`config.mk`:
```
export PLATFORM = sky130hd
export DESIGN_NAME = tch_cell
export DESIGN_NICKNAME = d
export VERILOG_FILES = /design/src/rtl/core/tch_pkg.sv /design/src/rtl/core/tch_cell.sv
export SDC_FILE = /design/constraint.sdc
export NUM_CORES = 1
export LEC_CHECK = 0
export BUFFER_PORTS_ARGS = -buffer_cell sky130_fd_sc_hd__buf_2
export CAP_MARGIN = 10
export CORE_UTILIZATION = 35
export CTS_BUF_LIST = sky130_fd_sc_hd__clkbuf_2
export DETAILED_ROUTE_END_ITERATION = 16
export HOLD_SLACK_MARGIN = 0.12
export PLACE_DENSITY = 0.58
export SLEW_MARGIN = 20
export SYNTH_ARGS = -nofsm -noshare
export SYNTH_HDL_FRONTEND = slang
export SYNTH_SLANG_ARGS = --single-unit
```
`constraint.sdc`:
```
create_clock -name aclk -period 5.3 [get_ports aclk]
set_input_delay 0.265 -clock aclk [delete_from_list [all_inputs] [get_ports aclk]]
set_output_delay 0.265 -clock aclk [all_outputs]
set_load 0.02 [all_outputs]
```
`src/rtl/core/tch_pkg.sv`:
```
// Shared types, widths and constants of the tilt-compensated heading unit.
package tch_pkg;

    // fraction bits of the rotation matrix entries (Q1.14)
    localparam int MATRIX_FRAC_BITS = 14;

    localparam int IN_W   = 16;   // every input field
    localparam int OUT_W  = 16;   // heading, Q3.13
    localparam int HX_W   = 48;   // tilt-corrected X, any input bit pattern
    localparam int HY_W   = 33;   // tilt-corrected Y, any input bit pattern
    localparam int CW     = 42;   // CORDIC x/y datapath, normalized plus gain
    localparam int ANG_W  = 32;   // angle accumulator, Q29 radians
    localparam int LZ_W   = $clog2(HX_W);
    localparam int GROUPS = HX_W / 8;
    localparam int GRP_W  = $clog2(GROUPS);
    localparam int NORM_MSB = 38; // larger magnitude lands in [2^38, 2^39)
    localparam int ATAN_LEN = 24;

    localparam logic signed [ANG_W-1:0] HALF_PI_Q29   = 32'sd843314857;
    localparam logic signed [OUT_W-1:0] HEADING_LIMIT = 16'sd25805;

    // tilt-corrected vector: x = X, y = -Y
    typedef struct packed {
        logic signed [HX_W-1:0] x;
        logic signed [HY_W-1:0] y;
    } hvec_t;

    // word handed from cell to cell
    typedef struct packed {
        logic signed [CW-1:0]    x;
        logic signed [CW-1:0]    y;
        logic signed [ANG_W-1:0] z;
        logic                    zero;   // input vector was zero
    } rot_t;

    // atan(2^-i) in Q29, rounded to nearest
    function automatic logic signed [ANG_W-1:0] atan_q29(input int idx);
        logic signed [ANG_W-1:0] r;
        case (idx)
            0:       r = 32'sd421657428;
            1:       r = 32'sd248918915;
            2:       r = 32'sd131521918;
            3:       r = 32'sd66762579;
            4:       r = 32'sd33510843;
            5:       r = 32'sd16771758;
            6:       r = 32'sd8387925;
            7:       r = 32'sd4194219;
            8:       r = 32'sd2097141;
            9:       r = 32'sd1048575;
            10:      r = 32'sd524288;
            11:      r = 32'sd262144;
            12:      r = 32'sd131072;
            13:      r = 32'sd65536;
            14:      r = 32'sd32768;
            15:      r = 32'sd16384;
            16:      r = 32'sd8192;
            17:      r = 32'sd4096;
            18:      r = 32'sd2048;
            19:      r = 32'sd1024;
            20:      r = 32'sd512;
            21:      r = 32'sd256;
            22:      r = 32'sd128;
            23:      r = 32'sd64;
            default: r = '0;
        endcase
        return r;
    endfunction

endpackage

```
`src/rtl/core/tch_cell.sv`:
```
// One vectoring CORDIC micro-rotation, registered.
module tch_cell #(
    parameter int STAGE = 0
) (
    input  logic           aclk,
    input  logic           aresetn,
    input  logic           en,
    input  logic           in_valid,
    input  tch_pkg::rot_t  in_rot,
    output logic           out_valid,
    output tch_pkg::rot_t  out_rot
);
    import tch_pkg::*;

    localparam logic signed [ANG_W-1:0] STEP_ANG = atan_q29(STAGE);

    logic                  vld_reg;
    tch_pkg::rot_t         rot_reg, rot_next;
    logic signed [CW-1:0]  xs, ys;

    always_comb begin
        xs       = in_rot.x >>> STAGE;
        ys       = in_rot.y >>> STAGE;
        rot_next = in_rot;
        if (!in_rot.y[CW-1] && (in_rot.y != '0)) begin
            rot_next.x = in_rot.x + ys;
            rot_next.y = in_rot.y - xs;
            rot_next.z = in_rot.z + STEP_ANG;
        end else begin
            rot_next.x = in_rot.x - ys;
            rot_next.y = in_rot.y + xs;
            rot_next.z = in_rot.z - STEP_ANG;
        end
    end

    always_ff @(posedge aclk) begin
        if (!aresetn) begin
            vld_reg <= 1'b0;
        end else if (en) begin
            vld_reg <= in_valid;
        end
    end

    always_ff @(posedge aclk) begin
        if (en) begin
            rot_reg <= rot_next;
        end
    end

    assign out_valid = vld_reg;
    assign out_rot   = rot_reg;

endmodule

```
### Word level (Yosys, flattened, before mapping)

Index checks and enable logic that the tools add are counted.

* $add $sub $neg: 5
* reduce and logical (&&, ||, !) cells: 3
* muxes and demuxes: 1

Operators by type and width (number)
* $mux W116: 1
* $sub A42 B42 Y42: 2
* $add A42 B42 Y42: 1
* $reduce_bool A42 Y1: 1
* $add A32 B30 Y32 const B: 1
* $sub A32 B30 Y32 const B: 1
* $logic_and A1 B1 Y1: 1
* $logic_not A1 Y1: 1

* input port bits: 121
* word-level logic and storage cells: 14
* register bits after elaboration: 118
* output and inout bits: 118

### Depth between registers and ports, before layout

* word-level depth: 3
* mapped depth: 18
* mapped depth without buffers: 16

### Worst setup path before layout

No wires, ideal clock.

* kind: in2reg
* start point: input port in_rot[34] (netlist name)
* end point: register rot_reg, in the netlist out_rot[32] (data pin)
* buffers on the path: 2
* stages: 18
* data arrival time: 4.353 ns
* required time: 5.041 ns
* slack: 0.688 ns
* setup time: 0.259 ns
* path through: nor4_1 -> nand4_1 -> nor3_1 -> nor2_1 -> inv_1 -> clkbuf_1 -> buf_1 -> ha_1 -> and2_1 -> a221o_1 -> a311oi_1 -> a31oi_1 -> a221oi_1 -> o21ai_1 -> a21oi_1 -> o21ai_1 -> a21oi_1 -> xnor2_1

RTL lines
* from (decl): line tch_cell.sv:9 `input tch_pkg::rot_t in_rot,`
* to (signal assigned): line tch_cell.sv:46 `rot_reg <= rot_next;`
* to (decl): line tch_cell.sv:18 `tch_pkg::rot_t rot_reg, rot_next;`

==> metrics.md <==
| Metric | Value |
|---|---|
| DRC viols | 0 |
| CP Max Fanout | 12 |
| Worst slew margin | a little over a third |
| Vias in the first global route | about 12k |
| Detail Route Antenna Nets | 0 |
| Met3 wire len | between 2 and 3 mm |
| Critical path launch point type | input pin |
| Prevailing post-synth register cell | edfxtp_1 |
| R2r worst-path depth | 3 |
| Mean Syn Cell Area | between 8 and 9 um2 |
| Fin crit period | 4710 ps |
| Synth Register Bits | about 120 |
| Gpl congestion | around 0.94 |
| Bufs and invs on worst path | 4 |
| Remaining global-route overflow | 0 |
| Pin count of the biggest net entering global routing | roughly 70 |
| Post-Route WL | 42.5 mm |
| CP max stage delay | 550 ps |
| Clk_lat worst skew | ~830 ps |
| I/O pin count | 239 |
| Hold Violations, Final | 0 |
| Synth Cell Area | around 12000 um2 |
| RSZ-0062 raised after global routing | no |
| Via count | approximately 12k |
| Tcrit/Tclk final | 88.9% |
| Instance count of the mapped netlist | 1448 |
| Non-filler cells, final | roughly 2.2k |
| Flop2flop setup slack | approximately 4100 ps |
| Yosys warns | 0 |
| Die ar. | 35700 um2 |
| Fin. max-slew vios | 0 |
| CP required | approximately 6000 ps |
| EDFF count, synth | approximately 120 |
| Clk slew on worst S/H paths | roughly 200 ps |
| Top layer used by detailed routing | met5 |
| Final instance area | ~15000 um2 |
| Met1 WL | 19.3 mm |
| Worst path arrival time | around 5300 ps |
| Max Cap Viol | 0 |
| Initial antenna violation count | 3 |
| Leakage power | approximately 6.4 nW |
| PD cells | 241 nW/um2 |
| Global-route wire length before repair | about 66 mm |
| Die Span Y | roughly 190 um |
| Maximum clock rate | 0.212 GHz |
| Chip width | between 150 and 200 um |
| Hold Path End | out_rot[76]$_DFFE_PP_ |
| Crit path kind | input pin to flip-flop |
| Peak VDD IR | between 0.1 and 0.15 mV |
| Longest Clk Path Bufs | 2 |
| Critical path's top delay family | compound AO/OA/AOI/OAI gates |
| Final nets | roughly 2k |
| Via-per-instance ratio | 5.48 |
| Initial Util | a little over a third |
| Hpwl dp | about 33 mm |
| Setup_tns | 0 ps |
| Area grow syn2layout | 21.3% |
| TritonCTS Buffers | 17 |
| H-tree depth | 4 |
| Share of layout cells above drive strength 1 | 17.4% |
| Status | complete, no violations |
| CTS root buf | clkbuf_2 |
| Worst reg2reg endpoint | out_valid$_SDFFE_PN0P_ |
| Asr flop ratio synth | 0% |
| Clock sinks | between 100 and 150 |
| Core Region | 34500 um2 |
| Post-placement cell count | 2090 |
| Distinct cells, synth | 77 |
| Fin util | a little over two fifths |
| Endpoint type of the worst setup path | flip-flop |
| Actual slew at the worst max-slew pin | slightly above 900 ps |
| Hold Crit Depth | 4 |
| Seq/Total Area, Yosys | between 20% and 30% |
| Site Rows | 68 |
| First-pass DRT Iterations | 6 |
| Post-Syn Nets | about 1.7k |
| Final setup fails | 0 |
| DRT iter0 DRCs | between 800 and 900 |
| Hold wc startpoint | in_rot[33] |
| Placed cell areas | 13800 um2 |
| Wire per inst | approximately 19 um |
| Worst path cell trace | dlygate4sd3_1 > buf_2 > nor4_1 > nand4_1 > nor3_1 > nor2_4 > inv_2 > ha_1 > and2_1 > a221o_1 > a311oi_1 > a31oi_1 > a221oi_2 > o21ai_1 > a21oi_1 > o21ai_1 > a21oi_1 > xnor2_1 > dlygate4sd3_1 |
| Reg2Reg Launch Point | out_valid$_SDFFE_PN0P_ |
| HP Class | input pin to flip-flop |
| Total length of routed met2 wires | roughly 20 mm |
| IO Port Bufs | approximately 240 |
| Clk_skew | 0 ps |
| # fillers | 3555 |
| CTS tree | done |
| Total GRT Usage | 23.6% |
| CP max-delay cell | dlygate4sd3_1 |
==> per-layer routing <==
metal  track usage [%]  vias to the layer above
li1                  -                     5838
met1              31.8                     5717
met2              38.7                      458
met3              3.60                       49
met4              7.29                        2
met5                 0                        -
==> worst reg2reg max path, cell delays in order (launching register included) <==
cell	delay, ps
dfxtp_1	360
mux2i_1	140
nor2b_1	60
dlygate4sd3_1	550
==> metrics by stage <==
step / power [W] / setup WS [ps] / hold slack [ps]
floorplan: 0.00234 / 688 / 364
global placement: 0.00285 / 490 / 443
detailed placement: 0.00285 / 521 / 444
CTS: 0.00358 / 504 / 120
global route: 0.00377 / 108 / 170
finish: 0.00357 / 591 / 206
==> worst max path at each step <==
stage / from / endpoint / slack [ps] / depth (start not counted)
final: in_rot[34] / out_rot[32]$_DFFE_PP_ / 590 / 19
after global routing: in_rot[34] / out_rot[32]$_DFFE_PP_ / 110 / 19
after CTS: in_rot[34] / out_rot[32]$_DFFE_PP_ / 500 / 19
after detailed placement: in_rot[52] / out_rot[32]$_DFFE_PP_ / 520 / 17
after global placement: in_rot[52] / out_rot[32]$_DFFE_PP_ / 490 / 17
after floorplan: in_rot[34] / out_rot[32]$_DFFE_PP_ / 690 / 18
==> flip-flops by register name, summed over array words and instances, names as in the netlist <==
register,cells
out_rot,116
out_valid,1
==> layout make-up <==
| class | count | area, um2 | share of cell area, % |
|---|---|---|---|
| Multi-Input combinational cell | 1135 | 7960 | 53.6 |
| Sequential cell | 117 | 3500 | 23.6 |
| Timing Repair Buffer | 325 | 2040 | 13.8 |
| Clock inverter | 15 | 160 | 1.08 |
| Clock buffer | 17 | 85.1 | 0.574 |
| Antenna cell | 2 | 5.00 | 0.0337 |
| Inverter | 136 | 510 | 3.44 |
| Tap cell | 455 | 569 | 3.84 |
==> layout by cell type, fill, tap and decap left out, types with 5 or more instances in the layout <==
cell type      count
mux2i_1           18
nor4_1            17
buf_2            237
o31a_1             8
and2_1             5
nand3_1           25
xnor2_1           96
a21oi_1          196
nand2b_1          14
nor2b_1           13
o21bai_1          37
inv_2              9
clkinv_1           6
o31ai_1           14
a211oi_1          16
nand2_1           74
xor2_1            13
a221oi_1           7
ha_1             151
buf_4             10
o211ai_1           5
nand4_1           25
dlygate4sd3_1     78
o21ai_1           19
clkinvlp_4         7
o21ai_0           90
o21a_1            15
a31oi_1           17
a2111oi_0          5
clkinv_4           5
a21o_1            34
nor2_1           118
or2_2              5
nor3_1            20
clkbuf_2          17
inv_1            122
edfxtp_1         116
==> repair_timing <==
item | CTS | global route
hold buffers | 78 | 0
buffers inserted | 0 | 0
hold endpoints to repair | 121 | 0
gates resized for setup | 0 | 1
setup endpoints to repair | 0 | 1
==> where the power goes <==
part	leakage (nW)	total (W)	internal, W	switching, W
Clock	0.122	0.000643	0.000216	0.000427
Sequential	1.14	0.00126	0.00122	0.0000384
Combinational	5.18	0.00166	0.000617	0.00105
Total	6.44	0.00357	0.00206	0.00151
==> cell families after synthesis <==
kind of cell | count (synthesis) | synth area share (%)
muxes | 18 | 1.47
DFF | 117 | 28.7
xor gates and xnor gates | 109 | 7.81
buffers and inverters | 196 | 6.37
and+or+nand+nor | 334 | 13.0
AOI/OAI and AO/OA | 519 | 26.6
adders and majority gates | 155 | 16.1
==> Yosys cell counts, types with 4 or more instances <==
| master | count | area share, % |
|---|---|---|
| a21oi_1 | 196 | 8.0 |
| ha_1 | 151 | 15 |
| inv_1 | 123 | 3.8 |
| nor2_1 | 119 | 3.7 |
| edfxtp_1 | 116 | 28 |
| xnor2_1 | 96 | 6.9 |
| o21ai_0 | 90 | 3.7 |
| nand2_1 | 74 | 2.3 |
| o21bai_1 | 37 | 2.3 |
| a21o_1 | 34 | 2.1 |
| clkbuf_1 | 26 | 0.80 |
| nand3_1 | 25 | 1.0 |
| nand4_1 | 25 | 1.3 |
| nor3_1 | 20 | 0.82 |
| o21ai_1 | 19 | 0.78 |
| mux2i_1 | 18 | 1.5 |
| a31oi_1 | 17 | 0.87 |
| nor4_1 | 17 | 0.87 |
| a211oi_1 | 16 | 0.98 |
| buf_2 | 16 | 0.66 |
| o21a_1 | 15 | 0.92 |
| nand2b_1 | 14 | 0.72 |
| o31ai_1 | 14 | 0.86 |
| buf_1 | 13 | 0.40 |
| nor2b_1 | 13 | 0.67 |
| xor2_1 | 13 | 0.93 |
| a221oi_1 | 8 | 0.57 |
| inv_2 | 8 | 0.25 |
| o31a_1 | 8 | 0.57 |
| a2111oi_0 | 5 | 0.36 |
| and2_1 | 5 | 0.26 |
| clkinv_1 | 5 | 0.15 |
| o211ai_1 | 5 | 0.31 |
| or2_2 | 5 | 0.26 |
| a221o_1 | 4 | 0.33 |
| a311o_1 | 4 | 0.33 |
| a311oi_1 | 4 | 0.29 |
| buf_4 | 4 | 0.25 |
| fa_1 | 4 | 0.66 |
| or4_1 | 4 | 0.25 |
Note: power is estimated with default switching activity, not from simulation.
