==> config.mk <==
export PLATFORM = sky130hd
export DESIGN_NAME = tch_norm
export DESIGN_NICKNAME = d
export VERILOG_FILES = /design/src/rtl/core/tch_pkg.sv /design/src/rtl/core/tch_norm.sv
export SDC_FILE = /design/constraint.sdc
export NUM_CORES = 2
export LEC_CHECK = 0
export ABC_AREA = 1
export BUFFER_PORTS_ARGS = -buffer_cell sky130_fd_sc_hd__buf_2
export CORE_MARGIN = 4
export CORE_UTILIZATION = 35
export DETAILED_ROUTE_END_ITERATION = 10
export GPL_TIMING_DRIVEN = 1
export PLACE_DENSITY_LB_ADDON = 0.05
export RECOVER_POWER = 50
export REMOVE_ABC_BUFFERS = 1
export SLEW_MARGIN = 20
export SYNTH_ARGS = -nofsm -noshare
export SYNTH_HDL_FRONTEND = slang
export SYNTH_SLANG_ARGS = --single-unit
==> constraint.sdc <==
create_clock -name aclk -period 2.2 [get_ports aclk]
set_input_delay 0.44 -clock aclk [delete_from_list [all_inputs] [get_ports aclk]]
set_output_delay 0.44 -clock aclk [all_outputs]
set_load 0.05 [all_outputs]
==> src/rtl/core/tch_pkg.sv <==
// Shared types, widths and constants of the tilt-compensated heading unit.
package tch_pkg;

    // fraction bits of the rotation matrix entries (Q1.14)
    localparam int MATRIX_FRAC_BITS = 14;

    localparam int IN_W   = 16;   // every input field
    localparam int OUT_W  = 16;   // heading, Q3.13
    localparam int HX_W   = 48;   // tilt-corrected X, any input bit pattern
    localparam int HY_W   = 33;   // tilt-corrected Y, any input bit pattern
    localparam int CW     = 42;   // CORDIC x/y datapath, normalized plus gain
    localparam int ANG_W  = 32;   // angle accumulator, Q29 radians
    localparam int LZ_W   = $clog2(HX_W);
    localparam int GROUPS = HX_W / 8;
    localparam int GRP_W  = $clog2(GROUPS);
    localparam int NORM_MSB = 38; // larger magnitude lands in [2^38, 2^39)
    localparam int ATAN_LEN = 24;

    localparam logic signed [ANG_W-1:0] HALF_PI_Q29   = 32'sd843314857;
    localparam logic signed [OUT_W-1:0] HEADING_LIMIT = 16'sd25805;

    // tilt-corrected vector: x = X, y = -Y
    typedef struct packed {
        logic signed [HX_W-1:0] x;
        logic signed [HY_W-1:0] y;
    } hvec_t;

    // word handed from cell to cell
    typedef struct packed {
        logic signed [CW-1:0]    x;
        logic signed [CW-1:0]    y;
        logic signed [ANG_W-1:0] z;
        logic                    zero;   // input vector was zero
    } rot_t;

    // atan(2^-i) in Q29, rounded to nearest
    function automatic logic signed [ANG_W-1:0] atan_q29(input int idx);
        logic signed [ANG_W-1:0] r;
        case (idx)
            0:       r = 32'sd421657428;
            1:       r = 32'sd248918915;
            2:       r = 32'sd131521918;
            3:       r = 32'sd66762579;
            4:       r = 32'sd33510843;
            5:       r = 32'sd16771758;
            6:       r = 32'sd8387925;
            7:       r = 32'sd4194219;
            8:       r = 32'sd2097141;
            9:       r = 32'sd1048575;
            10:      r = 32'sd524288;
            11:      r = 32'sd262144;
            12:      r = 32'sd131072;
            13:      r = 32'sd65536;
            14:      r = 32'sd32768;
            15:      r = 32'sd16384;
            16:      r = 32'sd8192;
            17:      r = 32'sd4096;
            18:      r = 32'sd2048;
            19:      r = 32'sd1024;
            20:      r = 32'sd512;
            21:      r = 32'sd256;
            22:      r = 32'sd128;
            23:      r = 32'sd64;
            default: r = '0;
        endcase
        return r;
    endfunction

endpackage

==> src/rtl/core/tch_norm.sv <==
// Quadrant pre-rotation and block normalization ahead of the CORDIC cells.
module tch_norm (
    input  logic            aclk,
    input  logic            aresetn,
    input  logic            en,
    input  logic            in_valid,
    input  tch_pkg::hvec_t  in_vec,
    output logic            out_valid,
    output tch_pkg::rot_t   out_rot
);
    import tch_pkg::*;

    logic [5:0] vld_reg, vld_next;

    // stage 1: pre-rotation into the right half plane
    logic signed [HX_W-1:0]  x1_reg, y1_reg, x1_next, y1_next, ye;
    logic signed [ANG_W-1:0] z1_reg, z1_next;
    // stage 2: |y|
    logic signed [HX_W-1:0]  x2_reg, y2_reg;
    logic signed [ANG_W-1:0] z2_reg;
    logic [HX_W-1:0]         ay2_reg, ay2_next;
    // stage 3: larger magnitude
    logic signed [HX_W-1:0]  x3_reg, y3_reg;
    logic signed [ANG_W-1:0] z3_reg;
    logic [HX_W-1:0]         m3_reg, m3_next;
    // stage 4: per-byte leading one
    logic signed [HX_W-1:0]  x4_reg, y4_reg;
    logic signed [ANG_W-1:0] z4_reg;
    logic [GROUPS-1:0]       nz4_reg, nz4_next;
    logic [2:0]              pos4_reg [GROUPS];
    logic [2:0]              pos4_next [GROUPS];
    // stage 5: shift amount
    logic signed [HX_W-1:0]  x5_reg, y5_reg;
    logic signed [ANG_W-1:0] z5_reg;
    logic                    lsh5_reg, lsh5_next, zero5_reg, zero5_next;
    logic [LZ_W-1:0]         amt5_reg, amt5_next, msb_pos;
    // stage 6: normalized vector
    tch_pkg::rot_t           rot6_reg, rot6_next;
    logic signed [HX_W-1:0]  xs, ys;

    always_comb begin
        vld_next = {vld_reg[4:0], in_valid};

        ye = HX_W'(in_vec.y);
        if (in_vec.x[HX_W-1]) begin
            if (!ye[HX_W-1] && (ye != '0)) begin
                x1_next = ye;
                y1_next = -in_vec.x;
                z1_next = HALF_PI_Q29;
            end else begin
                x1_next = -ye;
                y1_next = in_vec.x;
                z1_next = -HALF_PI_Q29;
            end
        end else begin
            x1_next = in_vec.x;
            y1_next = ye;
            z1_next = '0;
        end

        ay2_next = y1_reg[HX_W-1] ? $unsigned(-y1_reg) : $unsigned(y1_reg);

        // x is never negative after pre-rotation
        m3_next = ($unsigned(x2_reg) > ay2_reg) ? $unsigned(x2_reg) : ay2_reg;

        for (int g = 0; g < GROUPS; g++) begin
            nz4_next[g]  = |m3_reg[g*8 +: 8];
            pos4_next[g] = '0;
            for (int b = 0; b < 8; b++) begin
                if (m3_reg[g*8 + b]) begin
                    pos4_next[g] = 3'(b);
                end
            end
        end

        msb_pos = '0;
        for (int g = 0; g < GROUPS; g++) begin
            if (nz4_reg[g]) begin
                msb_pos = LZ_W'({GRP_W'(g), pos4_reg[g]});
            end
        end
        zero5_next = !(|nz4_reg);
        lsh5_next  = msb_pos < LZ_W'(NORM_MSB);
        amt5_next  = lsh5_next ? LZ_W'(NORM_MSB) - msb_pos : msb_pos - LZ_W'(NORM_MSB);

        // right shifts floor, matching repeated halving
        xs = lsh5_reg ? (x5_reg <<< amt5_reg) : (x5_reg >>> amt5_reg);
        ys = lsh5_reg ? (y5_reg <<< amt5_reg) : (y5_reg >>> amt5_reg);
        rot6_next = '{x: CW'(xs), y: CW'(ys), z: z5_reg, zero: zero5_reg};
    end

    always_ff @(posedge aclk) begin
        if (!aresetn) begin
            vld_reg <= '0;
        end else if (en) begin
            vld_reg <= vld_next;
        end
    end

    always_ff @(posedge aclk) begin
        if (en) begin
            x1_reg    <= x1_next;
            y1_reg    <= y1_next;
            z1_reg    <= z1_next;
            x2_reg    <= x1_reg;
            y2_reg    <= y1_reg;
            z2_reg    <= z1_reg;
            ay2_reg   <= ay2_next;
            x3_reg    <= x2_reg;
            y3_reg    <= y2_reg;
            z3_reg    <= z2_reg;
            m3_reg    <= m3_next;
            x4_reg    <= x3_reg;
            y4_reg    <= y3_reg;
            z4_reg    <= z3_reg;
            nz4_reg   <= nz4_next;
            pos4_reg  <= pos4_next;
            x5_reg    <= x4_reg;
            y5_reg    <= y4_reg;
            z5_reg    <= z4_reg;
            lsh5_reg  <= lsh5_next;
            amt5_reg  <= amt5_next;
            zero5_reg <= zero5_next;
            rot6_reg  <= rot6_next;
        end
    end

    assign out_valid = vld_reg[5];
    assign out_rot   = rot6_reg;

endmodule

==> Yosys cells after proc, flatten, opt, wreduce, memory -nomap -nowiden <==
Cells that the tools add are included.
{ "classes": {"magnitude_cmp": 2, "addsub": 5, "muxes": 52, "shift": 4, "reduce_logical": 23} }
{ "ops": {"columns": ["op", "count"], "rows": [
  ["$mux W48", 4],
  ["$neg A48 Y48", 2],
  ["$sshl A48 B6 Y42", 2],
  ["$sshr A48 B6 Y42", 2],
  ["$mux W47", 2],
  ["$mux W42", 2],
  ["$gt A48 B48 Y1", 1],
  ["$neg A33 Y48", 1],
  ["$reduce_bool A48 Y1", 1],
  ["$reduce_or A8 Y1", 6],
  ["$mux W3", 13],
  ["$mux W6", 6],
  ["$mux W32", 1],
  ["$mux W2", 12],
  ["$reduce_or A4 Y1", 6],
  ["$mux W1", 12],
  ["$reduce_or A2 Y1", 6],
  ["$lt A6 B6 Y1 const B", 1],
  ["$reduce_or A6 Y1", 1],
  ["$sub A6 B6 Y6 const A", 1],
  ["$sub A6 B6 Y6 const B", 1],
  ["$logic_not A1 Y1", 2],
  ["$logic_and A1 B1 Y1", 1]
]} }
{ "totals": {"ff_bits": 891, "out_inout_bits": 118, "wordCells": 132, "input_bits": 85} }

==> Longest topological paths before layout <==
{ "logic_depth": {"word_depth": 8, "ltp_mapped": 18, "mapped_depth_nobuf": 16} }

==> Worst setup path before layout <==
Ideal clock, no wire load.
{ "synth_timing": {"kind": "reg2reg", "startpoint": "reg x2_reg[39]", "endpoint": "reg m3_reg[27] (data pin)", "setup_time_ns": 0.253, "path_buffers": 2, "required_ns": 1.947, "stages_incl_launch_ff": 11, "setup_slack_ns": 0.158, "arrival_time_ns": 1.790, "period_less_slack_ns": 2.042, "path_cell_list": "edfxtp_1 ha_1 nand2_1 nor2_1 nand3_1 nor2_1 nand4_1 clkbuf_1 clkbuf_1 nand3_1 nand2_1"} }
{ "synth_via": {"elab_chain_len": 2} }
{ "synth_rtl": {"columns": ["item", "line_no", "text"], "rows": [
  ["from (decl)", "tch_norm.sv:19", "logic signed [HX_W-1:0] x2_reg, y2_reg;"],
  ["from (signal assigned)", "tch_norm.sv:105", "x2_reg <= x1_reg;"],
  ["$gt A48 B48 Y1", "tch_norm.sv:64", "m3_next = ($unsigned(x2_reg) > ay2_reg) ? $unsigned(x2_reg) : ay2_reg;"],
  ["$mux W48", "tch_norm.sv:64", null],
  ["via m3_next[27]", "tch_norm.sv:25", "logic [HX_W-1:0] m3_reg, m3_next;"],
  ["to (signal assigned)", "tch_norm.sv:112", "m3_reg <= m3_next;"],
  ["to (decl)", "tch_norm.sv:25", null]
]} }
The timed path passes the listed nets, and every way through them passes these cells.
A chain may end at the register's enable or synchronous reset.

==> Final worst setup path <==
{ "layout_timing": {"startpoint": "reg x2_reg[9]", "endpoint": "reg m3_reg[12] (data pin)"} }
Same word-level chain as after synthesis.

==> metrics <==
Starting Density=35.4%; M2 GR Usage=40.6%; cell internal pwr=27.4 mW; largest net degree at the start of global routing=85; ANT cells=0; H-tree levels=3; Synth top area share=53.4%; Leakage=22.0 nW; First-pass DRT Iterations=6; port bufs=202; status=finished, violations left; CP max FO=12; final net count=5544; grt peak-use layer=met2; routed via count=36100; clock latency on the worst-skew pair=0.68 ns; Worst-Margin Slew=1.68 ns; vias in the first global route=34800; Clock Skew=0.0256 ns; DRC viols=0; initial antenna violation count=1; total grt overflow=0; DR WL/cell=21.5 um; Max Cap Viol=1; cell area after layout=51100 sq um; Critical Path RT=2.75 ns; CTS root buf=clkbuf_16; simple-gate area share of the yosys netlist=33.1%; Setup crit end kind=flip-flop; M3 GR Usage=2.55%; Area Overhead vs Synth=28.0%; CP Class=reg2reg; Slew Viols, Final=22; post-route antenna net violation count=0; top cells by area, synth=edfxtp_1 (53%), nand3_1 (16%), nand2_1 (12%); slowest stage cell, crit path=edfxtp_1; VDD IR max=0.000558 V; Syn Inst Count=4731; crit path launch type=flip-flop; Placed Area=46800 sq um; Power Density=772 nW/um^2; setup slack after layout=-0.0588 ns; CTS Sinks=716; CTS max path bufs=3; Clk pin slew, worst setup/hold paths=0.06 ns; final-report hold violation count=0; cell row count=123; crit share post-route=103%; share of power burned in registers=43.1%; Synth Area in XOR/XNOR=1.25%; failing checks=max-capacitance violations, max-slew violations, negative setup slack; GP Congestion=0.934; area leader, netlist=edfxtp_1; Relative slew margins=-12.0%; met1 GRT Util=31.8%; layout cells sized above 1=22.7%; ys flop type=edfxtp_1; Die X=346 um; clock share of power=34.7%; Worst Hold Class=in2reg; Via density=5.17; multiplexer share of the synthesized area=0%; Post-synth top cells=nand2_1 (1322), nand3_1 (1244), edfxtp_1 (710); Comb power frac=22.2%; Tmin final=2.26 ns; Crit path largest cell delay=0.49 ns; post-synthesis compound-gate area fraction=4.35%; Cell variety after synth=42; max reg flops=88; post-synthesis async set-or-reset flop share=0%; I/O Pins=203; synth warn=0; combinational family with the most area after synthesis=simple AND/OR/NAND/NOR gates; die footprint=120000 sq um; Net Sw Power=12.1 mW; switch share=30.7%; Arrival @ worst endpoint=2.81 ns; CP Cell Sequence=ha_4 -> nand4_1 -> nor3_2 -> buf_4 -> nand4_1 -> buf_6 -> nand2_8 -> clkbuf_16 -> nand2_1 -> nand2_1; Synth Cell Area=39900 sq um; CTS tree=yes; Post-Synth Adder-Cell Area=1.69%; core area=113000 sq um; first-pass GRT wire length=219000 um; Post-synth EDFFs=710; final setup fails=44; Fmax achieved=443 MHz; hpwl dp=116000 um; Sum Neg Setup Slack=-1.17 ns; RSZ-0062 raised after global routing=yes; TritonCTS buffer count=81; Synth Area per Inst=8.44 sq um; DRT Wirelength=150000 um; sequential area share after synthesis=53.7%; flop and latch count out of synthesis=716; Total GRT Usage=23.9%; initial drt markers=3181; most numerous cell in the Yosys netlist=nand2_1; die height=346 um
per-layer routing:
metal,part of all wire (%),vias to the layer above
met5,0,-
met4,4.0,0
met3,4.7,247
met2,48,1150
met1,43,17000
li1,-,17700
metrics by stage:
step	std cells	worst slack [ns]	power, mW	hold WS, ns	utilization, %
after floorplan	4461	-5.52	21.6	0.400	-
after global placement	6761	-0.448	25.4	0.401	41.4
after detailed placement	6761	-0.427	25.4	0.405	41.4
after CTS	6929	-0.0141	39.4	0.0103	44.1
after global routing	6973	-0.143	41.3	0.0721	45.3
final	6973	-0.0588	39.5	0.0653	45.3
power by group through the flow:
stage | combinational (mW) | clock, mW | sequential, mW
floorplan | 3.70 | 0 | 17.9
global placement | 8.13 | 0 | 17.3
detailed placement | 8.10 | 0 | 17.3
CTS | 8.26 | 14.1 | 17.0
global route | 9.56 | 14.7 | 17.1
finish | 8.78 | 13.7 | 17.0
worst max-delay path: cells and delay by family (launching register included):
kind	cells	cell delay [ns]
DFF	1	0.49
buffers and inverters	3	0.56
and+or+nand+nor	6	0.75
adders and majority gates	1	0.32
cells in the final DEF, fill, tap and decap left out, drive strengths merged, types with 3 or more instances in the layout:
cell type	Yosys	routed
o22ai	9	9
clkinvlp	0	8
nor2	329	329
dfxtp	6	6
a31oi	12	12
nand4	38	38
clkinv	3	35
a21oi	67	67
nand3	1244	1244
a21o	4	4
nor4	4	4
xnor2	15	15
nand2	1324	1324
clkbuf	108	134
edfxtp	710	710
a21boi	3	3
and2	45	45
xor2	42	42
buf	162	824
inv	300	305
o211ai	38	38
or2	4	4
bufinv	0	7
o21a	6	6
o21ai	167	167
nand3b	7	7
ha	54	54
nor3	22	22
area by class of cell:
type	count	area [sq um]
timing repair buffer	861	6700
inverter	303	1160
fill	11300	61800
clock buffer	99	2160
tap	1500	1880
sequential	716	21400
clock inverter	52	576
multi-input combinational	3442	17200
final timing paths:
path	start	endpoint	slack [ns]	depth (start not counted)
max	x2_reg[9]	m3_reg[12]	-0.06	10
min	aresetn	vld_reg[5]	0.07	3
min reg2reg	y4_reg[23]	y5_reg[23]	0.41	0
max reg2reg	x2_reg[9]	m3_reg[12]	-0.06	10
repair_timing:
item | CTS | global route
gates cloned | 3 | 10
resized for setup | 37 | 290
buffers inserted | 13 | 35
hold buffers | 1 | 0
setup endpoints to repair | 58 | 143
endpoints found under the hold margin | 1 | 0
pin swaps | 4 | 25
logic make-up after synthesis:
logic type | after synthesis
compound gates | 311
simple gates | 3020
xor+xnor | 57
buf+inv | 573
fa+ha+maj | 54
flops | 716
(Power assumes the default switching activity.)
